$ cat src/rtl/core/macd_pkg.sv
package macd_pkg;

   typedef struct packed {
      logic [47:0] close_price;
      logic        series_start;
   } req_type;

   typedef struct packed {
      logic signed [63:0] macd_value;
      logic               macd_valid;
      logic signed [63:0] signal_value;
      logic               signal_valid;
      logic signed [63:0] histogram;
   } rsp_type;

   // register indexes
   localparam logic [2:0] CSR_FAST_GAIN     = 3'd0;
   localparam logic [2:0] CSR_SLOW_GAIN     = 3'd1;
   localparam logic [2:0] CSR_SIGNAL_GAIN   = 3'd2;
   localparam logic [2:0] CSR_MACD_WARMUP   = 3'd3;
   localparam logic [2:0] CSR_SIGNAL_WARMUP = 3'd4;

   // operand selects
   localparam logic [1:0] SEL_FAST   = 2'd0;
   localparam logic [1:0] SEL_SLOW   = 2'd1;
   localparam logic [1:0] SEL_SIGNAL = 2'd2;

   // jump conditions
   localparam logic [2:0] JC_NONE         = 3'd0;
   localparam logic [2:0] JC_NO_REQ       = 3'd1;
   localparam logic [2:0] JC_START        = 3'd2;
   localparam logic [2:0] JC_MACD_INVALID = 3'd3;
   localparam logic [2:0] JC_RSP_BUSY     = 3'd4;

   // program steps
   localparam logic [3:0] STEP_IDLE     = 4'd0;
   localparam logic [3:0] STEP_FIRST    = 4'd1;
   localparam logic [3:0] STEP_MUL_FAST = 4'd2;
   localparam logic [3:0] STEP_MUL_SLOW = 4'd3;
   localparam logic [3:0] STEP_ACC_SLOW = 4'd4;
   localparam logic [3:0] STEP_MACD     = 4'd5;
   localparam logic [3:0] STEP_SIG_DIFF = 4'd6;
   localparam logic [3:0] STEP_SIG_MUL  = 4'd7;
   localparam logic [3:0] STEP_SIG_UPD  = 4'd8;
   localparam logic [3:0] STEP_OUT      = 4'd9;

   typedef struct packed {
      logic       accept_en;
      logic       first;
      logic       diff_load;
      logic [1:0] diff_sel;
      logic       mul_en;
      logic [1:0] gain_sel;
      logic       acc_fast;
      logic       acc_slow;
      logic       macd_load;
      logic       sig_upd;
      logic       rsp_load;
      logic       last;
      logic [2:0] jump_cond;
      logic [3:0] target;
   } ctl_type;

   typedef struct packed {
      logic req_valid;
      logic start;
      logic macd_invalid;
      logic rsp_busy;
   } cond_type;

   function automatic ctl_type program_rom(input logic [3:0] step);
      ctl_type c;
      c = '0;
      c.diff_sel = SEL_FAST;
      c.gain_sel = SEL_FAST;
      c.jump_cond = JC_NONE;
      c.target = STEP_IDLE;
      case (step)
         STEP_IDLE: begin
            c.accept_en = 1'b1;
            c.jump_cond = JC_NO_REQ;
            c.target    = STEP_IDLE;
         end
         STEP_FIRST: begin
            c.first     = 1'b1;
            c.diff_load = 1'b1;
            c.diff_sel  = SEL_FAST;
            c.jump_cond = JC_START;
            c.target    = STEP_MACD;
         end
         STEP_MUL_FAST: begin
            c.mul_en    = 1'b1;
            c.gain_sel  = SEL_FAST;
            c.diff_load = 1'b1;
            c.diff_sel  = SEL_SLOW;
         end
         STEP_MUL_SLOW: begin
            c.acc_fast = 1'b1;
            c.mul_en   = 1'b1;
            c.gain_sel = SEL_SLOW;
         end
         STEP_ACC_SLOW: begin
            c.acc_slow = 1'b1;
         end
         STEP_MACD: begin
            c.macd_load = 1'b1;
         end
         STEP_SIG_DIFF: begin
            c.diff_load = 1'b1;
            c.diff_sel  = SEL_SIGNAL;
            c.jump_cond = JC_MACD_INVALID;
            c.target    = STEP_OUT;
         end
         STEP_SIG_MUL: begin
            c.mul_en   = 1'b1;
            c.gain_sel = SEL_SIGNAL;
         end
         STEP_SIG_UPD: begin
            c.sig_upd = 1'b1;
         end
         STEP_OUT: begin
            c.rsp_load  = 1'b1;
            c.last      = 1'b1;
            c.jump_cond = JC_RSP_BUSY;
            c.target    = STEP_OUT;
         end
         default: begin
            c.last = 1'b1;
         end
      endcase
      return c;
   endfunction

endpackage

$ cat src/rtl/core/macd_seq.sv
module macd_seq import macd_pkg::*; (
   input  logic     clock,
   input  logic     reset,
   input  cond_type cond,
   output ctl_type  ctl,
   output logic [3:0] step
);

   logic [3:0] step_ff;
   logic [3:0] step_in;
   logic       taken;

   assign ctl  = program_rom(step_ff);
   assign step = step_ff;

   always_comb begin
      case (ctl.jump_cond)
         JC_NONE:         taken = 1'b0;
         JC_NO_REQ:       taken = !cond.req_valid;
         JC_START:        taken = cond.start;
         JC_MACD_INVALID: taken = cond.macd_invalid;
         JC_RSP_BUSY:     taken = cond.rsp_busy;
         default:         taken = 1'b0;
      endcase
      if (taken) begin
         step_in = ctl.target;
      end else if (ctl.last) begin
         step_in = STEP_IDLE;
      end else begin
         step_in = step_ff + 4'd1;
      end
   end

   always_ff @(posedge clock) begin
      if (reset) begin
         step_ff <= STEP_IDLE;
      end else begin
         step_ff <= step_in;
      end
   end

endmodule
$ cat config.mk
export PLATFORM = sky130hd
export DESIGN_NAME = macd_seq
export DESIGN_NICKNAME = d
export VERILOG_FILES = /design/src/rtl/core/macd_pkg.sv /design/src/rtl/core/macd_seq.sv
export SDC_FILE = /design/constraint.sdc
export NUM_CORES = 1
export LEC_CHECK = 0
export ABC_AREA = 1
export CORE_AREA = 2 2 39 41
export DETAILED_ROUTE_END_ITERATION = 8
export DIE_AREA = 0 0 41 43
export DONT_BUFFER_PORTS = 1
export HOLD_SLACK_MARGIN = 0.12
export PLACE_DENSITY_LB_ADDON = 0.3
export SETUP_SLACK_MARGIN = 0.02
export SYNTH_ARGS = -nofsm -noshare
export SYNTH_HDL_FRONTEND = slang
export SYNTH_SLANG_ARGS = --single-unit
export TNS_END_PERCENT = 5
$ cat constraint.sdc
create_clock -name clock -period 3.1 [get_ports clock]
set_input_delay 0.62 -clock clock [delete_from_list [all_inputs] [get_ports clock]]
set_output_delay 0.62 -clock clock [all_outputs]
set_load 0.01 [all_outputs]
==> key figures <==
Run status
  • Status: finished, final reports clean

Flow run
  • Max_cap viols: 0

Worst setup path
  • Crit start category: flip-flop
  • Critical path required time: around 2500 ps
  • CP endpoint kind: output pin
  • Worst-path maximum fanout: 7
  • WP data arrival: 1600 ps
  • Crit path kind: reg2out

CTS
  • Root Buffer: clkbuf_4
  • Post CTS Setup Buffer Count: 0
  • Cts hold-fix bufs: 0
  • Clk buf depth: 2
  • H-tree level count: 1
  • Skew-Pair Late Insertion Delay: around 240 ps
  • Cts bufs inserted: 3
  • CTS tree: yes
  • Clock sink count: 4
  • Post-CTS Resized: 0
  • CTS clk-pin slew, worst paths: around 40 ps

Placement
  • RePlAce Congestion: 0.7511
  • Port bufs: 0
  • Cell Count Post-Placement: ~100
  • Hpwl dp: roughly 900 um
  • Post-DP Area: 549.3 um2

Global route
  • GRT overflow: 0
  • First-pass GRT wire length: between 1500 and 2000 um
  • GRT Util Overall: 0.1477
  • Pin count of the biggest net entering global routing: 11
  • Initial antenna violation count: 0
  • Vias in the first global route: ~450

Synth
  • Avg Cell Area, Syn: approximately 6.5 um2
  • Synth Warn #: 0
  • Register area share after synthesis: 0.1441
  • Mapped Nets: 95
  • #FFs+latches synth: 4
  • Area of the mapped netlist: roughly 560 um2
  • Post-Synthesis Cells: 85
  • Cell variety after synth: 21

Cells and area
  • Design Area, Final: 571.8 um2
  • Max reg flops: 4
  • Area Growth Syn to Fin: 2.928%
  • # diodes: 0
  • Non-filler instance count after layout: around 100
  • Post-layout nets: between 90 and 100
  • Layout cells sized above 1: 0.2588

Floorplan
  • Die footprint: around 1800 um2
  • Core area: 1384 um2
  • Die Wd: between 40 and 50 um
  • Die height: around 43 um
  • I/O pin count: 31
  • FP Rows: 14
  • Initial Util: 0.4014

Route
  • DR pass1 iterations: 3
  • DRT Wirelength: 1076 um
  • Drt wl/cell: 10.65 um
  • DRC Markers: 0
  • Iteration-0 DRC Markers: 9
  • Vias/cell: roughly 4.7
  • Routed Antenna Nets: 0
  • Vias after detailed routing: 477

STA
  • Minimum clock period after layout: roughly 2200 ps
  • Least-Margin Pin Slew: ~510 ps
  • Count of pins over their slew limit: 0
  • TNS Setup: 0 ps
  • Fin crit share: 0.7171
  • Relative slew margins: 0.6588
  • Skew final: 8.082 ps
  • RSZ-0062 raised after global routing: false
  • Setup violations, final: 0
  • Final Hold Vio Count: 0
  • Fmax: 449.8 MHz

Hold path
  • Hold WC Path Type: in2reg

Power and ir drop
  • VDD IR max: roughly 0.32 mV
  • Leakage Power: ~0.36 nW
  • Pwr dens: ~1100 nW/um2
[cells in the final DEF (no fill, tap or decap), drive strengths merged]
| cell type | instances |
|---|---|
| o21ai | 1 |
| xor2 | 1 |
| nor3 | 1 |
| nand2 | 22 |
| dfxtp | 4 |
| a21oi | 2 |
| nand3 | 13 |
| conb | 1 |
| inv | 20 |
| or2 | 1 |
| nor2 | 12 |
| clkbuf | 3 |
| ha | 4 |
[worst paths after layout]
| check | endpoint | slack [ps] | depth (start not counted) | from |
|---|---|---|---|---|
| min reg2reg | step[0] | 760 | 5 | step[0] |
| max reg2reg | step[0] | 1470 | 10 | step[0] |
| max | ctl[7] | 880 | 7 | step[0] |
| min | step[2] | 590 | 3 | reset |
[report_power, final]
group          switching, mW  internal [mW]  total (mW)  leakage (nW)
Clock                 0.0224         0.0434      0.0658        0.0138
Combinational          0.315          0.144       0.459         0.318
Sequential            0.0422         0.0710       0.113        0.0330
Total                  0.380          0.258       0.638         0.365
[cell usage after synthesis, drive strengths merged]
cell | count | share of area
nor2 | 12 | 0.11
nor3 | 1 | 0.0090
nand3 | 13 | 0.19
dfxtp | 4 | 0.14
or2 | 1 | 0.011
o21ai | 1 | 0.0090
inv | 20 | 0.14
buf | 3 | 0.047
conb | 1 | 0.0068
a21oi | 2 | 0.018
xor2 | 1 | 0.016
nand2 | 22 | 0.21
ha | 4 | 0.090
[layout make-up]
cell class	instances	area, um2
multi-input combinational	58	374.1
inverter	20	75.07
clock buffer	3	22.52
fill	158	812.0
tap	16	20.02
sequential	4	80.08
[worst max-delay path: stages, from the launching register on]
cell     delay, ps
dfxtp_1        440
inv_1          130
ha_1           260
nand3_4        150
nand2_4        120
nor2_4         110
nand2_4         70
inv_1          100
[stage by stage]
| stage | power, mW | hold WS, ps | worst slack (ps) | util |
|---|---|---|---|---|
| after floorplan | 0.5312 | 679.5 | 1244 | - |
| after global placement | 0.5775 | 731.9 | 1162 | 0.3969 |
| after detailed placement | 0.5804 | 757.4 | 1120 | 0.3969 |
| after CTS | 0.6476 | 587.5 | 865.0 | 0.4132 |
| after global routing | 0.7196 | 603.2 | 739.7 | 0.4132 |
| final | 0.6382 | 586.5 | 876.9 | 0.4132 |
[per-layer routing]
metal	part of all wire	GRT usage
met3	0.070	0.04188
met2	0.48	0.2375
met5	0	0
met1	0.43	0.1548
met4	0.014	0.1000
[cell families (layout without fill, tap and decap cells)]
logic type | Yosys count | count (layout) | share of synthesized area
buffers and inverters | 23 | 23 | 0.1824
AND/OR/NAND/NOR | 49 | 49 | 0.5338
other | 1 | 1 | 0.006750
AO/OA/AOI/OAI | 3 | 3 | 0.02702
adder cells (fa/ha/maj) | 4 | 4 | 0.09009
flip-flops | 4 | 4 | 0.1441
XOR/XNOR | 1 | 1 | 0.01577
(Power assumes the default switching activity.)
